## config.mk

```make
export PLATFORM = sky130hd
export DESIGN_NAME = rat_ram
export DESIGN_NICKNAME = d
export VERILOG_FILES = /design/src/rtl/rat_ram.sv
export SDC_FILE = /design/constraint.sdc
export NUM_CORES = 1
export LEC_CHECK = 0
export BUFFER_PORTS_ARGS = -buffer_cell sky130_fd_sc_hd__buf_2
export CAP_MARGIN = 20
export CORE_MARGIN = 2
export CORE_UTILIZATION = 60
export DETAILED_ROUTE_END_ITERATION = 6
export PLACE_DENSITY_LB_ADDON = 0.2
export REMOVE_ABC_BUFFERS = 1
export SYNTH_ARGS = -nofsm -noshare
export SYNTH_HDL_FRONTEND = slang
export SYNTH_SLANG_ARGS = --single-unit
```

## constraint.sdc

```tcl
create_clock -name clk -period 5.6 [get_ports clk]
set_clock_uncertainty 0.05 [all_clocks]
set_input_delay 1.12 -clock clk [delete_from_list [all_inputs] [get_ports clk]]
set_output_delay 1.12 -clock clk [all_outputs]
set_load 0.005 [all_outputs]
```

## src/rtl/rat_ram.sv

```systemverilog
module rat_ram #(
    parameter int WIDTH = 8,
    parameter int DEPTH = 16
) (
    input  logic                     clk,
    input  logic                     we,
    input  logic [$clog2(DEPTH)-1:0] waddr,
    input  logic [WIDTH-1:0]         wdata,
    input  logic [$clog2(DEPTH)-1:0] raddr,
    output logic [WIDTH-1:0]         rdata
);

    logic [WIDTH-1:0] mem [DEPTH];

    always_ff @(posedge clk)
    begin
        if (we)
        begin
            mem[waddr] <= wdata;
        end
        rdata <= mem[raddr];
    end

endmodule

```

Word level (Yosys, flattened, before mapping)
Memories as Yosys holds them, arrays and structs flattened. A register that Yosys moved wholly into a read port is not among the register bits.
Index checks and enable logic that the tools add are counted.
- bits in registers: 0
- memory bits (writable): 128
- output and inout bits: 8
- word-level logic and storage cells: 3
- memories: 1
- muxes and demuxes: 2
- memories (memory ; words ; bits a word ; read ports ; clocked after memory_dff ; write ports ; line ; text):
    mem ; 16 ; 8 ; 1 ; 1 ; 1 ; 13 ; logic [WIDTH-1:0] mem [DEPTH];
- operator list (operator ; number):
    1-bit two-way mux ; 2

Depth between registers and ports, before layout
Gate-level depths: netlist of the first run.
- depth after elaboration: 2
- mapped depth: 5

Least setup slack after synthesis of the first run
Ideal clock, no wire load.
- kind: input to register
- from: in waddr[2]
- to: mem mem[0][0], enable pin
- setup time: 0.383 ns
- data arrival time: 2.230 ns
- required time: 5.167 ns
- slack: 2.937 ns
- cell stages on the path: 2
- cells stage by stage: or3b_2 nor3_1
- RTL lines (item ; line ; text):
    start: declaration ; 7 ; input logic [$clog2(DEPTH)-1:0] waddr,
    end: declaration ; 13 ;
No word-level cell before the write port.

Worst setup path after layout of the first run
- from: in waddr[2]
- to: mem mem[0][5], enable pin
No word-level cell before the write port.

==> results of run 1 <==
-- layout make-up --
type / instances / area, um2
flip-flops and latches: 136 / 4000
fillers: 507 / 2320
multi-input cells: 83 / 1060
clock buffers: 22 / 443
repair buffers: 29 / 168
well taps: 105 / 131
clock inverters: 9 / 125
-- path summary, 6_finish.rpt --
| kind | startpoint | to | slack [ns] | cells past startpoint |
|---|---|---|---|---|
| worst max-delay path | waddr[2] | mem[0][5] | 3.16 | 4 |
| worst min-delay path | mem[15][4] | rdata[4] | 0.63 | 3 |
| worst max register to register | mem[0][1] | rdata[1] | 4.19 | 3 |
| worst min register to register | mem[15][4] | rdata[4] | 0.63 | 3 |
-- placed cells by master (no fill, tap or decap), drive strengths merged --
cell type and n:
edfxtp 128, mux4 32, buf 29, clkbuf 22, a22oi 16, nor2 13, nand2 9, dfxtp 8
clkinv 4, nor3 4, bufinv 3, nand3b 2, nand2b 2, clkinvlp 2, nor2b 1, and2 1
and2b 1, nand3 1, or3b 1
-- per-layer routing --
metal,vias up,track usage (%),share of wire (%)
met5,-,0,0
met4,0,7.04,1.2
met3,10,6.79,6.9
met2,101,31.8,49
met1,1236,32.2,43
li1,1050,-,-
-- state kept, by name (all words and copies together) (netlist names) --
register and count:
mem 128, rdata 8
-- cell families after synthesis --
| logic type | Yosys count | share of synthesized area (%) |
|---|---|---|
| buffers and inverters | 10 | 1.68 |
| AOI/OAI and AO/OA | 16 | 2.33 |
| and+or+nand+nor | 35 | 3.18 |
| DFF | 136 | 77.8 |
| muxes | 32 | 15.0 |
-- metrics by stage --
| step | instances | hold slack [ns] | area, um2 |
|---|---|---|---|
| 2_1_floorplan | 219 | 0.579 | 5060 |
| 3_5_place_dp | 352 | 0.616 | 5350 |
| 6_report | 384 | 0.628 | 5930 |
| 5_1_grt | 384 | 0.668 | 5930 |
| 3_3_place_gp | 351 | 0.615 | 5340 |
| 4_1_cts | 383 | 0.629 | 5910 |
-- power by group --
group	internal, W	total, W	switching (W)
registers	0.00114	0.00114	0.00000582
logic	0.0000422	0.000100	0.0000581
clock network	0.000684	0.00106	0.000379
total	0.00186	0.00231	0.000443
-- critical path, stage by stage --
cell and delay, ns:
buf_2 0.11, or3b_2 0.53, nor3_1 0.57, buf_4 0.27
==> impl_metrics.json, run 1 <==
{
  "async_reset_ff_share_pct": 0,
  "clock_path_buffers": 2,
  "yosysTopAreaCell": "edfxtp_1",
  "wirelength_um": 9260,
  "first_global_vias": 2486,
  "peakVddDrop_v": 0.000225,
  "slew_headroom_pct": 39.5,
  "clk_pin_slew_ns": 0.06,
  "drt_pass1_iterations": 6,
  "dieArea_um2": 9340,
  "drt-wirelength-per-cell_um": 24.1,
  "power_density_nw_per_um2": 389,
  "final_core_util_pct": 71.8,
  "yosys-top-cells-count": "edfxtp_1 (128), mux4_2 (18), a22oi_1 (16)",
  "period_needed_ns": 2.44,
  "fin_tns_setup_ns": 0,
  "die_x_um": 96.6,
  "yosys-top-cells-area": "edfxtp_1 (75%), mux4_2 (7.9%), mux4_1 (7.1%)",
  "synth.ff_latch_count": 136,
  "drcViolationCount": 0,
  "core_um2": 8260,
  "portBuffers": 25,
  "post_cts.repair.setup_buffers": 0,
  "antenna_found_initial": 0,
  "num_antenna_cells": 0,
  "avgSynthCellArea_um2": 22.5,
  "rsz0062_at_grt": "no",
  "cts-hold-fix-buffers": 0,
  "routed-via-count": 2397,
  "critPathLaunchType": "input port",
  "pin_count": 26,
  "track_usage_pct": 21.8,
  "ys_seq_area_share_pct": 77.8,
  "synth_edf_count": 128,
  "fin_crit_sh_pct": 43.6,
  "yosysTopAreaCellShare_pct": 74.7,
  "path_max_fanout": 5,
  "place_ws_ns": 2.44,
  "synthCells": 229,
  "finalNetCount": 285,
  "hpwl_um": 5500,
  "power.total_w": 0.00231,
  "syn-cell-area_um2": 5150,
  "cts_resized": 0,
  "maxCapViolCount": 0,
  "slew_viol_final": 0,
  "syn2layout_area_growth_pct": 15.3,
  "finalWeightedCongestion": 0.773,
  "drive_above_1_share_pct": 27.2,
  "setup_viol": 0,
  "cts_buffers": 17,
  "htree_levels": 4,
  "worst_pin_slew_ns": 0.904,
  "max_freq_mhz": 410,
  "required_ns": 5.76,
  "grt_overflow": 0,
  "root_buffer": "clkbuf_8",
  "arrival_ns": 2.60,
  "status": "complete, no violations",
  "drtAntennaViolNets": 0,
  "fin_ws_ns": 3.16,
  "hold_class": "reg -> reg",
  "p_leak_nw": 2.00,
  "viasPerCell": 6.24,
  "yosysWarnings": 0,
  "die_h_um": 96.6,
  "hold_viol": 0,
  "cts_tree": "yes",
  "insertion_delay_ns": 0.50,
  "initial_utilization_pct": 62.3,
  "grt_pass1_wl_um": 14700,
  "synth.most_common_cell": "edfxtp_1",
  "cts_sinks": 136,
  "critPathKind": "in -> reg",
  "ys_types": 19,
  "end_kind": "register",
  "grt_max_degree": 33,
  "rows": 33,
  "drt_iter0_drc": 169,
  "ys.flop_type": "edfxtp_1"
}
(Power assumes the default switching activity.)
==> run 2, diff against run 1 <==
Clock period 5.6 ns to 2.5 ns, I/O delays scaled along.
==> impl_metrics.json, run 2 (synthesized netlist as in run 1, its figures left out) <==
{
  "status": "complete, no violations",
  "fin_crit_sh_pct": 67.5,
  "wirelength_um": 9310,
  "rsz0062_at_grt": "no",
  "hpwl_um": 5660,
  "layout.cells.non_filler": 401,
  "cts_resized": 0,
  "power_density_nw_per_um2": 847,
  "fin_ws_ns": 0.812,
  "initial_utilization_pct": 62.3,
  "grt_max_degree": 33,
  "grt_overflow": 0,
  "maxCapViolCount": 0,
  "critPathKind": "in -> reg",
  "slew_headroom_pct": 45.9,
  "drtAntennaViolNets": 0,
  "grt_pass1_wl_um": 14500,
  "rows": 33,
  "finalWeightedCongestion": 0.786,
  "path_max_fanout": 8,
  "crit_start": "waddr[2]",
  "rr_startpoint": "mem[1][3]",
  "final_common_cell": "edfxtp_1",
  "n_fill_cell": 487,
  "syn2layout_area_growth_pct": 17.8,
  "first_global_vias": 2558,
  "portBuffers": 25,
  "drt-wirelength-per-cell_um": 23.2,
  "hold_viol": 0,
  "place_ws_ns": 0.255,
  "insertion_delay_ns": 0.52,
  "dieArea_um2": 9340,
  "track_usage_pct": 21.8,
  "largest_reg_flops": 128,
  "cts-hold-fix-buffers": 0,
  "end_kind": "register",
  "arrival_ns": 1.78,
  "drive_above_1_share_pct": 31.8,
  "clk_pin_slew_ns": 0.06,
  "drcViolationCount": 0,
  "period_needed_ns": 1.69,
  "required_ns": 2.59,
  "hold_class": "in -> reg",
  "placed_cells": 369,
  "viasPerCell": 6.10,
  "num_antenna_cells": 0,
  "routed-via-count": 2446,
  "mostFrequentLayoutCells": "edfxtp_1 (128), buf_2 (25), mux4_2 (18), buf_4 (18)",
  "cts_sinks": 136,
  "setup_viol": 0,
  "finalNetCount": 301,
  "post_cts.repair.setup_buffers": 0,
  "p_leak_nw": 2.08,
  "hp-start": "wdata[4]",
  "die_h_um": 96.6,
  "drt_iter0_drc": 193,
  "antenna_found_initial": 0,
  "core_um2": 8260,
  "top_register": "mem",
  "htree_levels": 4,
  "worst_pin_slew_ns": 0.809,
  "cts_tree": "yes",
  "fin_tns_setup_ns": 0,
  "reg_top3": "mem x128, rdata x8",
  "clock_path_buffers": 2,
  "cts_buffers": 17,
  "peakVddDrop_v": 0.000750,
  "die_x_um": 96.6,
  "pin_count": 26,
  "root_buffer": "clkbuf_8",
  "drt_pass1_iterations": 4,
  "slew_viol_final": 0,
  "critPathLaunchType": "input port",
  "max_freq_mhz": 593
}
run 2: routing by layer:
metal / GRT usage, % / part of all wire, % / vias up
li1: - / - / 1083
met2: 33.9 / 51 / 97
met1: 29.8 / 41 / 1249
met5: 0 / 0 / -
met4: 8.23 / 1.6 / 0
met3: 6.36 / 6.5 / 17
run 2: final cells by class:
class / count / area, um2 / share of cell area [%]
Clock inverter: 12 / 126 / 2.08
Timing Repair Buffer: 45 / 300 / 4.95
Multi-Input combinational cell: 83 / 1060 / 17.4
Sequential cell: 136 / 4000 / 66.0
Clock buffer: 20 / 445 / 7.34
Tap cell: 105 / 131 / 2.17
run 2: critical path, stage by stage:
cell	delay, ns
buf_2	0.12
or3b_2	0.52
nor2_1	0.64
run 2: worst paths after layout:
| check | to | slack [ns] | cells after the start |
|---|---|---|---|
| setup / recovery | mem[1][7] | 0.81 | 3 |
| hold / removal | mem[12][4] | 0.32 | 1 |
| setup reg to reg | rdata[3] | 1.07 | 3 |
| hold reg to reg | rdata[5] | 0.63 | 3 |
run 2: report_power, final:
part	leakage [nW]	internal, W	switching, W
registers	1.22	0.00255	0.0000143
logic	0.586	0.000102	0.000130
clock network	0.270	0.00146	0.000877
total	2.08	0.00411	0.00102
run 2: stage by stage:
stage	total power, W	instance area [um2]	utilization (%)	hold WS [ns]
6_report	0.00514	6060	73.4	0.317
2_1_floorplan	0.00271	5060	-	0.549
5_1_grt	0.00529	6060	73.4	0.316
3_5_place_dp	0.00284	5490	66.5	0.620
3_3_place_gp	0.00284	5490	66.5	0.600
4_1_cts	0.00518	6060	73.4	0.291
