<file path="src/rtl/rat_pkg.sv">
package rat_pkg;

    localparam int LEAVES  = 1024;
    localparam int LEVELS  = $clog2(LEAVES);
    localparam int NODES   = 2 * LEAVES;
    localparam int NODE_W  = LEVELS + 1;
    localparam int IDX_W   = 10;
    localparam int LEN_W   = 11;
    localparam int SIZE_W  = 11;
    localparam int VAL_W   = 16;
    localparam int SUM_W   = 27;
    localparam int NUM_W   = 26;
    localparam int SHIFT_W = $clog2(LEVELS + 1);
    localparam int CNT_W   = $clog2(NUM_W);

    localparam logic [SIZE_W-1:0] SIZE_RESET = SIZE_W'(1024);

    localparam logic OP_ASSIGN = 1'b0;
    localparam logic OP_QUERY  = 1'b1;

    typedef struct packed {
        logic [SUM_W-1:0] sum;
        logic [VAL_W-1:0] tag;
        logic             pend;
    } node_t;

    typedef struct packed {
        logic [IDX_W-1:0]   lo;
        logic [IDX_W-1:0]   hi;
        logic [SHIFT_W-1:0] shift;
    } span_t;

    typedef struct packed {
        logic             go;
        logic [NUM_W-1:0] dividend;
        logic [LEN_W-1:0] divisor;
    } div_req_t;

    typedef struct packed {
        logic             done;
        logic [NUM_W-1:0] quot;
        logic [LEN_W-1:0] rem;
    } div_rsp_t;

    typedef struct packed {
        logic             go;
        logic [LEN_W-1:0] a;
        logic [LEN_W-1:0] b;
    } gcd_req_t;

    typedef struct packed {
        logic             done;
        logic [LEN_W-1:0] g;
    } gcd_rsp_t;

    typedef enum logic [3:0] {
        ST_CLEAR,
        ST_IDLE,
        ST_READ,
        ST_EVAL,
        ST_PUSH,
        ST_QADD,
        ST_UP,
        ST_FIXL,
        ST_FIXR,
        ST_FIXW,
        ST_MOD,
        ST_GCD,
        ST_DIVN,
        ST_DIVD
    } state_t;

    // element span covered by a heap-numbered node
    function automatic span_t node_span(input logic [NODE_W-1:0] n);
        span_t             s;
        int                lvl;
        logic [NODE_W-1:0] idx;
        logic [NODE_W-1:0] base;
        lvl = 0;
        for (int i = 0; i < NODE_W; i++)
        begin
            if (n[i])
            begin
                lvl = i;
            end
        end
        idx     = n & ~(NODE_W'(1) << lvl);
        s.shift = SHIFT_W'(LEVELS - lvl);
        base    = idx << s.shift;
        s.lo    = base[IDX_W-1:0];
        s.hi    = s.lo + IDX_W'((NODE_W'(1) << s.shift) - NODE_W'(1));
        return s;
    endfunction

endpackage

</file>
<file path="src/rtl/rat_gcd.sv">
module rat_gcd (
    input  logic              clk,
    input  logic              rst_n,
    input  rat_pkg::gcd_req_t req,
    output rat_pkg::gcd_rsp_t rsp
);

    logic                        run_reg, run_next;
    logic                        done_reg, done_next;
    logic [rat_pkg::LEN_W-1:0]   a_reg, a_next;
    logic [rat_pkg::LEN_W-1:0]   b_reg, b_next;
    logic [rat_pkg::SHIFT_W-1:0] k_reg, k_next;
    logic [rat_pkg::LEN_W-1:0]   g_reg, g_next;

    // binary gcd, one step per cycle
    always_comb
    begin
        run_next  = run_reg;
        done_next = 1'b0;
        a_next    = a_reg;
        b_next    = b_reg;
        k_next    = k_reg;
        g_next    = g_reg;
        if (req.go)
        begin
            run_next = 1'b1;
            a_next   = req.a;
            b_next   = req.b;
            k_next   = '0;
        end
        else if (run_reg)
        begin
            if (a_reg == '0)
            begin
                g_next    = b_reg << k_reg;
                run_next  = 1'b0;
                done_next = 1'b1;
            end
            else if (b_reg == '0)
            begin
                g_next    = a_reg << k_reg;
                run_next  = 1'b0;
                done_next = 1'b1;
            end
            else if (!a_reg[0] && !b_reg[0])
            begin
                a_next = a_reg >> 1;
                b_next = b_reg >> 1;
                k_next = k_reg + rat_pkg::SHIFT_W'(1);
            end
            else if (!a_reg[0])
            begin
                a_next = a_reg >> 1;
            end
            else if (!b_reg[0])
            begin
                b_next = b_reg >> 1;
            end
            else if (a_reg >= b_reg)
            begin
                a_next = a_reg - b_reg;
            end
            else
            begin
                b_next = b_reg - a_reg;
            end
        end
    end

    always_ff @(posedge clk or negedge rst_n)
    begin
        if (!rst_n)
        begin
            run_reg  <= 1'b0;
            done_reg <= 1'b0;
        end
        else
        begin
            run_reg  <= run_next;
            done_reg <= done_next;
        end
    end

    always_ff @(posedge clk)
    begin
        a_reg <= a_next;
        b_reg <= b_next;
        k_reg <= k_next;
        g_reg <= g_next;
    end

    assign rsp.done = done_reg;
    assign rsp.g    = g_reg;

endmodule
</file>
<file path="config.mk">
export PLATFORM = sky130hd
export DESIGN_NAME = rat_gcd
export DESIGN_NICKNAME = d
export VERILOG_FILES = /design/src/rtl/rat_pkg.sv /design/src/rtl/rat_gcd.sv
export SDC_FILE = /design/constraint.sdc
export NUM_CORES = 1
export LEC_CHECK = 0
export ABC_AREA = 1
export BUFFER_PORTS_ARGS = -buffer_cell sky130_fd_sc_hd__buf_2
export CAP_MARGIN = 20
export CORE_ASPECT_RATIO = 0.9
export CORE_MARGIN = 2
export CORE_UTILIZATION = 50
export CTS_BUF_LIST = sky130_fd_sc_hd__clkbuf_4
export CTS_CLUSTER_DIAMETER = 50
export DETAILED_ROUTE_END_ITERATION = 8
export PLACE_DENSITY = 0.66
export SLEW_MARGIN = 30
export SYNTH_ARGS = -nofsm -noshare
export SYNTH_HDL_FRONTEND = slang
export SYNTH_SLANG_ARGS = --single-unit
</file>
<file path="constraint.sdc">
create_clock -name clk -period 3.6 [get_ports clk]
set_input_delay 0.18 -clock clk [delete_from_list [all_inputs] [get_ports clk]]
set_output_delay 0.18 -clock clk [all_outputs]
set_load 0.03 [all_outputs]
</file>
Word-level counts from Yosys, hierarchy flattened
Index checks and enable logic that the tools add are counted.

storage, ports and cells
  register bits = 39
  input port bits = 25

operators by class
  add/sub/neg operators = 3
  magnitude comparators = 1
  eq/ne operators = 5
  shift-type cells = 2
  mux-type cells = 26
  bitwise gates (word level) = 3
  reduce and logical (&&, ||, !) cells = 14

operators with widths
  operator               number
  $mux W11               18
  $logic_not A11 Y1      2
  $shl A11 B4 Y11        2
  $sub A11 B11 Y11       2
  $ge A11 B11 Y1         1
  $reduce_and A5 Y1      2
  $mux W1                8
  $ne A4 B2 Y1 const B   2
  $reduce_and A4 Y1      2
  $reduce_and A3 Y1      2
  $add A4 B1 Y4 const B  1
  $ne A2 B2 Y1 const B   2
  $ne A4 B4 Y1 const B   1
  $reduce_bool A2 Y1     2
  $not A1 Y1             3
  $reduce_bool A3 Y1     1
  $logic_not A1 Y1       2
  $logic_and A1 B1 Y1    1

Depth between registers and ports, before layout
  depth after elaboration = 9
  gate-level depth with buffers = 14
  depth with buffers taken out = 13

Worst setup path after synthesis
No wires, ideal clock.

  path type = register to register
  from = register a_reg[5] (netlist name)
  to = register b_reg[10] (netlist name), enable pin
  library setup time = 376 ps
  data arrival time = 2015 ps
  required time = 3224 ps
  slack = 1209 ps
  cell stages (with the launch flop) = 13
  path through = edfxtp_1 inv_1 ha_1 buf_2 nand2_2 inv_1 a21oi_1 nand2_2 nand2_2 nand2_4 nand2_1 nand3b_1 nor2_1

between the ends
  longest elaborated chain between the ends = 3

RTL lines
  element                                                 line                          RTL
  start: declaration                                      rat_gcd.sv:10                 logic [rat_pkg::LEN_W-1:0] a_reg, a_next;
  start signal: assignment                                rat_gcd.sv:86                 a_reg <= a_next;
  $ge A11 B11 Y1 or $logic_not A11 Y1 (tied branches)     rat_gcd.sv:59, rat_gcd.sv:33
  $ne A4 B4 Y1 (no line) or $ne A2 B2 Y1 (tied branches)  -
  $reduce_and A5 Y1 (no line) *                           -
  end signal: assignment                                  rat_gcd.sv:87                 b_reg <= b_next;
  end: declaration                                        rat_gcd.sv:11                 logic [rat_pkg::LEN_W-1:0] b_reg, b_next;

Mark *: on every way between the ends. The rest lies on a longest branch, timed or not.
A chain may end at the register's enable or synchronous reset.

Final worst setup path
  from = register a_reg[3] (netlist name)
  to = register b_reg[5] (netlist name), enable pin

The elaborated chain is that of the path after synthesis.

==> impl_metrics.tcl <==
set metrics [dict create \
    yosysMostFrequentCell "nand2_1" \
    rsz0062_at_grt "false" \
    sw_frac_of_total_pct 55.3 \
    path_clk_slew_ns 0.13 \
    ios 37 \
    initial_utilization_pct 50.9 \
    synth-seq-cells 39 \
    setup_ws_ns 0.693 \
    finalCritPeriodShare_pct 80.8 \
    clk_latency_ns 0.36 \
    grt_overflow 0 \
    cap_viol_max_count 0 \
    combPwrFrac_pct 69.0 \
    timing.fmax_mhz 344 \
    postCtsSetupBuffers 0 \
    core-area_mm2 0.00697 \
    p_clk_share_pct 7.9 \
    placed_area_mm2 0.00377 \
    layout-drive-gt1-share_pct 15.6 \
    p_leak_uw 0.00180 \
    cell_internal_pwr_uw 1710 \
    place_ws_ns 0.744 \
    synth-edff-count 33 \
    fin_util_pct 55.3 \
    cts_tree "built" \
    first_global_vias 3183 \
    cts_buffers 5 \
    p_total_uw 3830 \
    yosysTopAreaCell "edfxtp_1" \
    first_pass_iters 5 \
    rows 29 \
    worst_pin_slew_ns 0.788 \
    arrival_ns 2.91 \
    htree_num_levels 2 \
    grt_max_degree 38 \
    io_buffers 36 \
    status "finished, final reports clean" \
    critPathCaptureType "register" \
    syn-instance-count 490 \
    grt_pass1_wl_mm 16.2 \
    cts_resized 0 \
    ant_nets 0 \
    slew-limit-headroom_pct 47.3 \
    n_antenna_cell 0 \
    async_flop_share_pct 5.13 \
    antenna_found_initial 0 \
    fin_area_mm2 0.00385 \
    setup_viol_count_final 0 \
    syn2layout_area_growth_pct 8.64 \
    cts_hold_buf 1 \
    root_buffer "clkbuf_4" \
    drtIter0Drc 389 \
    final_max_slew_viol_count 0 \
    vdd_drop_max_v 0.000420 \
    gp_congestion 0.956 \
    cp-start-kind "register" \
    seqPwrFrac_pct 23.1 \
    hpwl_mm 7.90 \
    postSynthAreaPerCell_um2 7.24 \
    die_y_um 83.9 \
    synth.distinct_cells 39 \
    skew_ns 0.0104 \
    wl_mm 10.1 \
    path_class "reg2reg" \
    power.density_mw_per_mm2 995 \
    startpoint "a_reg[3]" \
    synthTopCellsByArea "edfxtp_1, nand2_1, nand3_1, ha_1, a21oi_1" \
    power_switching_uw 2120 \
    post-route-min-period_ns 2.91 \
    ys_seq_area_share_pct 31.6 \
    cp_max_fo 14 \
    r2r_start "a_reg[3]" \
    clock_sinks 39 \
    ys.flop_type "edfxtp_1" \
    cts.path.max_buffers 2 \
    yosysTopAreaCellShare_pct 27.9 \
    synth_nets 541 \
    num_vias 3455 \
    dieArea_mm2 0.00778 \
    routedWlPerCell_um 16.5 \
    vias_per_cell 5.64 \
    ys_warn_count 0 \
    grtUsageTotal_pct 26.7 \
    hold_start "req[11]" \
    hp-class "in2reg" \
    finalSetupTns_ns 0 \
    synth_area_mm2 0.00355 \
    remaining_drc_errors 0 \
    dieWidth_um 92.8 \
    worstPathRequired_ns 3.60 \
    synth_commonest_cells "nand2_1, nand3_1, inv_1, a21oi_1, nor2_1" \
    final_nets 570 \
    hold_viol 0 \
]
==> power groups by stage <==
stage	registers, uW	logic, uW	clock network, uW
after floorplan	818	2060	0
after global placement	882	2610	0
after detailed placement	888	2570	0
after CTS	877	2590	304
after global routing	904	2940	322
final	884	2640	304
==> final timing paths <==
path,to,slack [ns],cells after the start
setup / recovery,b_reg[5],0.69,11
max in group asynchronous,run_reg,3.39,2
setup reg to reg,b_reg[5],0.69,11
min in group asynchronous,done_reg,0.12,2
hold reg to reg,k_reg[3],0.51,2
hold / removal,a_reg[0],0.09,3
==> cells in the final DEF (no fill, tap or decap), types with 4 or more instances in the layout <==
cell type  netlist  layout
inv_1           52      52
nand2_2          6       6
a21oi_2          6       6
dfxtp_1          4       4
o21ai_0          7       7
buf_2            7      36
nand2_1        105     105
nand3_2          6       6
ha_1            24      24
o21ai_1          6       6
edfxtp_1        33      33
nor2_2           7       7
xor2_1           9       9
o22ai_1          4       4
nand4_1         11      11
a21oi_1         47      47
nor2_1          44      44
nor3_1           4       4
clkbuf_4         0       5
nand3_1         68      68
==> cells by family after synthesis <==
kind of cell / after synthesis / share of synthesized area (%)
AOI/OAI and AO/OA: 77 / 12.3
xor gates and xnor gates: 12 / 2.96
adders and majority gates: 26 / 9.60
buffers and inverters: 75 / 8.82
DFF: 39 / 31.6
and+or+nand+nor: 261 / 34.7
==> per-layer routing <==
| metal | up-vias | global-route usage [%] | share of wire, % |
|---|---|---|---|
| li1 | 1701 | - | - |
| met1 | 1573 | 40.6 | 48 |
| met2 | 160 | 39.0 | 42 |
| met3 | 21 | 4.25 | 8.1 |
| met4 | 0 | 7.22 | 2.1 |
| met5 | - | 0 | 0 |
==> through the flow <==
step | cells | hold slack [ns]
4_1_cts | 613 | 0.0903
5_1_grt | 613 | 0.0951
2_1_floorplan | 490 | -0.116
3_3_place_gp | 604 | -0.0347
6_report | 613 | 0.0851
3_5_place_dp | 604 | -0.0305
==> critical path: stages, from the launching register on <==
cell and delay (ns):
edfxtp_1 0.45, inv_1 0.19, ha_1 0.36, nand2_1 0.16
nor2_1 0.07, nand3_1 0.09, nand2_1 0.07, nor2_2 0.14
nand2_4 0.18, nand2_1 0.14, nand3b_1 0.08, nor2_1 0.60
==> final cells by class <==
cell class,count,area (um^2)
sequential,39,1120
multi-input combinational,376,2110
fill,686,3110
inverter,57,214
timing repair buffer,40,213
clock inverter,3,38.8
tap,93,116
clock buffer,5,37.5
Note: power is estimated with default switching activity, not from simulation.
