`config.mk`:
```
export PLATFORM = sky130hd
export DESIGN_NAME = rat_div
export DESIGN_NICKNAME = d
export VERILOG_FILES = /design/src/rtl/rat_pkg.sv /design/src/rtl/rat_div.sv
export SDC_FILE = /design/constraint.sdc
export NUM_CORES = 1
export LEC_CHECK = 0
export BUFFER_PORTS_ARGS = -buffer_cell sky130_fd_sc_hd__buf_2
export CAP_MARGIN = 20
export CORE_MARGIN = 2
export CORE_UTILIZATION = 45
export CTS_BUF_LIST = sky130_fd_sc_hd__clkbuf_16
export CTS_CLUSTER_DIAMETER = 40
export CTS_CLUSTER_SIZE = 20
export DETAILED_ROUTE_END_ITERATION = 8
export GPL_TIMING_DRIVEN = 0
export PLACE_DENSITY = 0.69
export SYNTH_ARGS = -nofsm -noshare
export SYNTH_HDL_FRONTEND = slang
export SYNTH_SLANG_ARGS = --single-unit
```
`constraint.sdc`:
```
create_clock -name clk -period 4.5 [get_ports clk]
set_clock_uncertainty 0.15 [all_clocks]
set_input_delay 0.675 -clock clk [delete_from_list [all_inputs] [get_ports clk]]
set_output_delay 0.675 -clock clk [all_outputs]
set_load 0.02 [all_outputs]
```
`src/rtl/rat_pkg.sv`:
```
package rat_pkg;

    localparam int LEAVES  = 1024;
    localparam int LEVELS  = $clog2(LEAVES);
    localparam int NODES   = 2 * LEAVES;
    localparam int NODE_W  = LEVELS + 1;
    localparam int IDX_W   = 10;
    localparam int LEN_W   = 11;
    localparam int SIZE_W  = 11;
    localparam int VAL_W   = 16;
    localparam int SUM_W   = 27;
    localparam int NUM_W   = 26;
    localparam int SHIFT_W = $clog2(LEVELS + 1);
    localparam int CNT_W   = $clog2(NUM_W);

    localparam logic [SIZE_W-1:0] SIZE_RESET = SIZE_W'(1024);

    localparam logic OP_ASSIGN = 1'b0;
    localparam logic OP_QUERY  = 1'b1;

    typedef struct packed {
        logic [SUM_W-1:0] sum;
        logic [VAL_W-1:0] tag;
        logic             pend;
    } node_t;

    typedef struct packed {
        logic [IDX_W-1:0]   lo;
        logic [IDX_W-1:0]   hi;
        logic [SHIFT_W-1:0] shift;
    } span_t;

    typedef struct packed {
        logic             go;
        logic [NUM_W-1:0] dividend;
        logic [LEN_W-1:0] divisor;
    } div_req_t;

    typedef struct packed {
        logic             done;
        logic [NUM_W-1:0] quot;
        logic [LEN_W-1:0] rem;
    } div_rsp_t;

    typedef struct packed {
        logic             go;
        logic [LEN_W-1:0] a;
        logic [LEN_W-1:0] b;
    } gcd_req_t;

    typedef struct packed {
        logic             done;
        logic [LEN_W-1:0] g;
    } gcd_rsp_t;

    typedef enum logic [3:0] {
        ST_CLEAR,
        ST_IDLE,
        ST_READ,
        ST_EVAL,
        ST_PUSH,
        ST_QADD,
        ST_UP,
        ST_FIXL,
        ST_FIXR,
        ST_FIXW,
        ST_MOD,
        ST_GCD,
        ST_DIVN,
        ST_DIVD
    } state_t;

    // element span covered by a heap-numbered node
    function automatic span_t node_span(input logic [NODE_W-1:0] n);
        span_t             s;
        int                lvl;
        logic [NODE_W-1:0] idx;
        logic [NODE_W-1:0] base;
        lvl = 0;
        for (int i = 0; i < NODE_W; i++)
        begin
            if (n[i])
            begin
                lvl = i;
            end
        end
        idx     = n & ~(NODE_W'(1) << lvl);
        s.shift = SHIFT_W'(LEVELS - lvl);
        base    = idx << s.shift;
        s.lo    = base[IDX_W-1:0];
        s.hi    = s.lo + IDX_W'((NODE_W'(1) << s.shift) - NODE_W'(1));
        return s;
    endfunction

endpackage

```
`src/rtl/rat_div.sv`:
```
module rat_div (
    input  logic              clk,
    input  logic              rst_n,
    input  rat_pkg::div_req_t req,
    output rat_pkg::div_rsp_t rsp
);

    logic                         run_reg, run_next;
    logic                         done_reg, done_next;
    logic [rat_pkg::CNT_W-1:0]    cnt_reg, cnt_next;
    logic [rat_pkg::NUM_W-1:0]    quo_reg, quo_next;
    logic [rat_pkg::LEN_W-1:0]    rem_reg, rem_next;
    logic [rat_pkg::LEN_W-1:0]    dvs_reg, dvs_next;
    logic [rat_pkg::LEN_W:0]      rem_sh;

    always_comb
    begin
        run_next  = run_reg;
        done_next = 1'b0;
        cnt_next  = cnt_reg;
        quo_next  = quo_reg;
        rem_next  = rem_reg;
        dvs_next  = dvs_reg;
        rem_sh    = {rem_reg, quo_reg[rat_pkg::NUM_W-1]};
        if (req.go)
        begin
            run_next = 1'b1;
            cnt_next = rat_pkg::CNT_W'(rat_pkg::NUM_W - 1);
            quo_next = req.dividend;
            rem_next = '0;
            dvs_next = req.divisor;
        end
        else if (run_reg)
        begin
            if (rem_sh >= {1'b0, dvs_reg})
            begin
                rem_sh   = rem_sh - {1'b0, dvs_reg};
                quo_next = {quo_reg[rat_pkg::NUM_W-2:0], 1'b1};
            end
            else
            begin
                quo_next = {quo_reg[rat_pkg::NUM_W-2:0], 1'b0};
            end
            rem_next = rem_sh[rat_pkg::LEN_W-1:0];
            cnt_next = cnt_reg - rat_pkg::CNT_W'(1);
            if (cnt_reg == '0)
            begin
                run_next  = 1'b0;
                done_next = 1'b1;
            end
        end
    end

    always_ff @(posedge clk or negedge rst_n)
    begin
        if (!rst_n)
        begin
            run_reg  <= 1'b0;
            done_reg <= 1'b0;
        end
        else
        begin
            run_reg  <= run_next;
            done_reg <= done_next;
        end
    end

    always_ff @(posedge clk)
    begin
        cnt_reg <= cnt_next;
        quo_reg <= quo_next;
        rem_reg <= rem_next;
        dvs_reg <= dvs_next;
    end

    assign rsp.done = done_reg;
    assign rsp.quot = quo_reg;
    assign rsp.rem  = rem_reg;

endmodule

```
## Word level (Yosys, flattened, before mapping)

Index checks and enable logic that the tools add are counted.
W data, S select, Z words.

| storage, ports and cells | value |
|---|---|
| output and inout bits | 38 |
| bits in registers | 55 |
| bits of input ports | 40 |
| logic and storage cells | 21 |

| operators by class | value |
|---|---|
| mux-type cells | 10 |
| magnitude comparators | 1 |
| $add $sub $neg | 2 |
| reduce and logical (&&, ||, !) cells | 2 |

Operators with widths:

| operator | number |
|---|---|
| $mux W26 | 2 |
| $ge A12 B11 Y1 | 1 |
| $mux W11 | 1 |
| $sub A11 B11 Y11 | 1 |
| $mux W1 | 7 |
| $logic_not A5 Y1 | 1 |
| $sub A5 B1 Y5 const B | 1 |
| $reduce_bool A2 Y1 | 1 |

## Longest topological paths before layout

| depth | value |
|---|---|
| depth after elaboration | 4 |
| mapped depth | 10 |
| mapped depth without buffers | 9 |

## Least setup slack after synthesis

OpenSTA, ideal clock, no wires.

| path | value |
|---|---|
| path type | register to register |
| from | register quo_reg[25] in the netlist's numbering |
| to | register rem_reg[10] in the netlist's numbering |
| required time | 4.259 ns |
| cell stages (with the launch flop) | 11 |
| clock period less this slack | 2.458 ns |
| arrival | 2.217 ns |
| path buffers | 1 |
| path slack | 2.042 ns |
| library setup time | 0.091 ns |
| cell sequence | edfxtp_1 -> inv_1 -> ha_1 -> fa_1 -> nor2b_1 -> o31a_1 -> o21ai_4 -> o21ai_4 -> buf_6 -> o21ai_0 -> a311oi_1 |

| on the way | value |
|---|---|
| cells in the longest elaborated chain, start to end | 2 |
| elaborated cells between the ends (all ways) | 3 |
| those cells by class | add/sub: 1; order compare: 1; mux: 1 |

RTL lines:

| element | line | source |
|---|---|---|
| from (decl) | rat_div.sv:11 | `logic [rat_pkg::NUM_W-1:0] quo_reg, quo_next;` |
| from (signal assigned) | rat_div.sv:71 | `quo_reg <= quo_next;` |
| $sub A11 B11 Y11 or $ge A12 B11 Y1 (tied branches) | rat_div.sv:37, rat_div.sv:35 |  |
| $mux W11 (*) | rat_div.sv:35 | `if (rem_sh >= {1'b0, dvs_reg})` |
| to (signal assigned) | rat_div.sv:72 | `rem_reg <= rem_next;` |
| to (decl) | rat_div.sv:12 | `logic [rat_pkg::LEN_W-1:0] rem_reg, rem_next;` |

Every way passes the cells marked *; elsewhere a longest branch is shown, timed or not.
A chain may end at the register's enable or synchronous reset.

## Final worst setup path

Same ends and word-level chain as after synthesis.

==> results.tsv <==
metric	value	unit
Post-CTS Setup Bufs	0	
type of origin of the critical path	flop	
critical path fanouts, max	10	
via count	2112	
drt via density	5.307	
RSZ-0062 raised after global routing	false	
input/output buffers	77	
length of routed met3 wiring	369	um
die area	0.006940	mm2
Hold Fails Final Rpt	0	
HPWL Detailed	4339	um
Worst Hold Launch	cnt_reg[1]	
CTS Buf Count	5	
reg2reg setup slack	1.82	ns
Worst Hold Path EP	cnt_reg[1]	
Slew HR	58.25	%
Root Driver	clkbuf_16	
Top cell by count, worst path	o21ai_4	
Remaining Overflow, GRT	0	
first-pass GRT wire length	9563	um
Reg2Reg Depth	10	
initial DRC count	118	
run status	complete, no violations	
CP Class	reg -> reg	
maxcap violations	0	
CTS tree	yes	
Hold Path Class	reg -> reg	
ant diodes	0	
final setup margin	1.817	ns
most frequent cells in the layout	buf_2 (78), edfxtp_1 (37), mux2_2 (26)	
Gate Count Post-Synth	237	
clk slew on worst S/H paths	0.07	ns
Leakage Power	1.508	nW
DR WL/cell	14.79	um
Crit. Startpoint	quo_reg[25]	
hold_buf cts	1	
Primary FF master, synth	edfxtp_1	
fin crit share	59.62	%
CTS Buffer Depth	2	
Peak Freq	372.8	MHz
Tmin final	2.683	ns
worst slack at placement	1.528	ns
max reg flops	26	
Placed Area	0.003309	mm2
Die Ht	83.31	um
register area	0.001481	mm2
EDFF count, synth	37	
pin count of the biggest net entering global routing	27	
vias in the first global route	2022	
area occupied by multi-input gates	0.001235	mm2
asr flop ratio synth	3.636	%
met2 WL	2658	um
CP Capture Type	flop	
ANT nets after route	0	
I/O Pins	78	
fillers	510	
design area	0.003467	mm2
reg-to-reg endpoint	rem_reg[10]	
initial antenna violation count	0	
area growth from synthesis to layout	22.50	%
Max stage delay on crit path	0.42	ns
Max VDD drop	0.0002453	V
Post-layout nets	376	
Tot GR Track Use	17.09	%
FF-to-FF Start	quo_reg[25]	
endpoints failing setup	0	
# rows	28	
power consumption	1.876	mW
CP Data Required Time	4.56	ns
cell breakdown of the critical path	inv_1 > ha_1 > fa_1 > nor2b_1 > o31a_1 > o21ai_4 > o21ai_4 > buf_6 > o21ai_0 > a311oi_1	
Initial Utilization	47.24	%
Hold Path Cell Cnt	2	
# resized after CTS	0	
WL met1	2790	um
Slew @ Worst Pin	0.6263	ns
Max H-tree Level	2	
#FFs+latches synth	55	
Die X	83.31	um
final slew viol count	0	
synthesized area	0.002830	mm2
synthesized area per cell	11.94	um2
Remaining DRCs	0	
Netlist cell types	45	
Sink Count	55	
Mapped Nets	291	
First-pass DRT Iterations	4	
RD Place Congestion	0.8943	
Synthesis Warnings	0	
Clk Latency, worst-skew pair	0.30	ns
commonest non-fill, non-tap cell in the layout	buf_2	
Slowest cell on crit path	fa_1	
pwr/cell area	541.1	mW/mm2
Routed WL	5887	um
sequential fraction of the synthesis area	52.34	%
layout cells sized above 1	37.77	%
Max Used Layer	met4	
sum of negative setup slack	0	ns
core area	0.005991	mm2
Worst EP arrival	2.74	ns
logic make-up (layout without fill, tap and decap cells):
group           count (synthesis)  after routing  share of synthesized area (%)
flops                          55             55                          52.34
xor+xnor                        9              9                          2.785
simple gates                   59             59                          11.54
mux                            33             33                          12.82
buf+inv                        27            113                          4.023
compound gates                 40             40                          10.04
fa+ha+maj                      14             14                          6.455
critical path: cells and delay by family, from the launching register on:
kind	cells	cell delay, ns
AOI/OAI and AO/OA	5	0.99
and+or+nand+nor	1	0.17
adders and majority gates	2	0.65
buffers and inverters	2	0.25
DFF	1	0.37
synth_stat cells (3+ instances only):
| master | instances | area share (%) |
|---|---|---|
| dfxtp_1 | 16 | 11 |
| a21oi_1 | 6 | 1.1 |
| o211ai_1 | 3 | 0.80 |
| nor2_1 | 16 | 2.1 |
| o21ai_0 | 7 | 1.2 |
| nand3_1 | 3 | 0.53 |
| nor3b_1 | 3 | 0.80 |
| nor3_1 | 3 | 0.53 |
| xnor2_1 | 8 | 2.5 |
| edfxtp_1 | 37 | 39 |
| buf_1 | 4 | 0.53 |
| a211oi_1 | 8 | 2.1 |
| ha_1 | 13 | 5.7 |
| clkbuf_1 | 4 | 0.53 |
| nand2b_1 | 8 | 1.8 |
| mux2i_1 | 7 | 2.5 |
| or3_1 | 3 | 0.66 |
| mux2_2 | 26 | 10 |
| inv_1 | 16 | 2.1 |
| nand2_1 | 10 | 1.3 |
cell type report:
class,count,area share [%]
repair buffers,78,11.40
multi-input cells,155,35.62
inverters,16,1.732
plain buffers,11,1.552
clock inverters,3,0.6496
flip-flops and latches,55,42.73
clock buffers,5,3.609
well taps,75,2.707
report_power, final:
group	internal, mW	switching (mW)	leakage [nW]
clock network	0.210	0.185	0.0746
registers	0.633	0.0711	0.539
logic	0.344	0.433	0.895
total	1.19	0.689	1.51
how the worst max path moves through the flow:
stage	depth (start not counted)	slack, ns	to
after global placement	4	1.52	quo_reg[25]
final	10	1.82	rem_reg[10]
after floorplan	10	2.04	rem_reg[10]
after CTS	10	1.82	rem_reg[10]
after detailed placement	4	1.53	quo_reg[23]
after global routing	4	1.67	quo_reg[1]
stage by stage:
step,util (%),hold WS [ns],std cells
finish,57.87,0.3548,398
global route,57.87,0.3926,398
CTS,57.87,0.3556,398
detailed placement,55.24,0.3116,389
global placement,55.24,0.3106,389
floorplan,-,0.2294,237
metal layers:
| layer | global-route usage [%] | vias to the layer above |
|---|---|---|
| met5 | 0 | - |
| met4 | 4.620 | 0 |
| met3 | 4.473 | 8 |
| met2 | 27.13 | 75 |
| met1 | 23.21 | 989 |
| li1 | - | 1040 |
(Power assumes the default switching activity.)
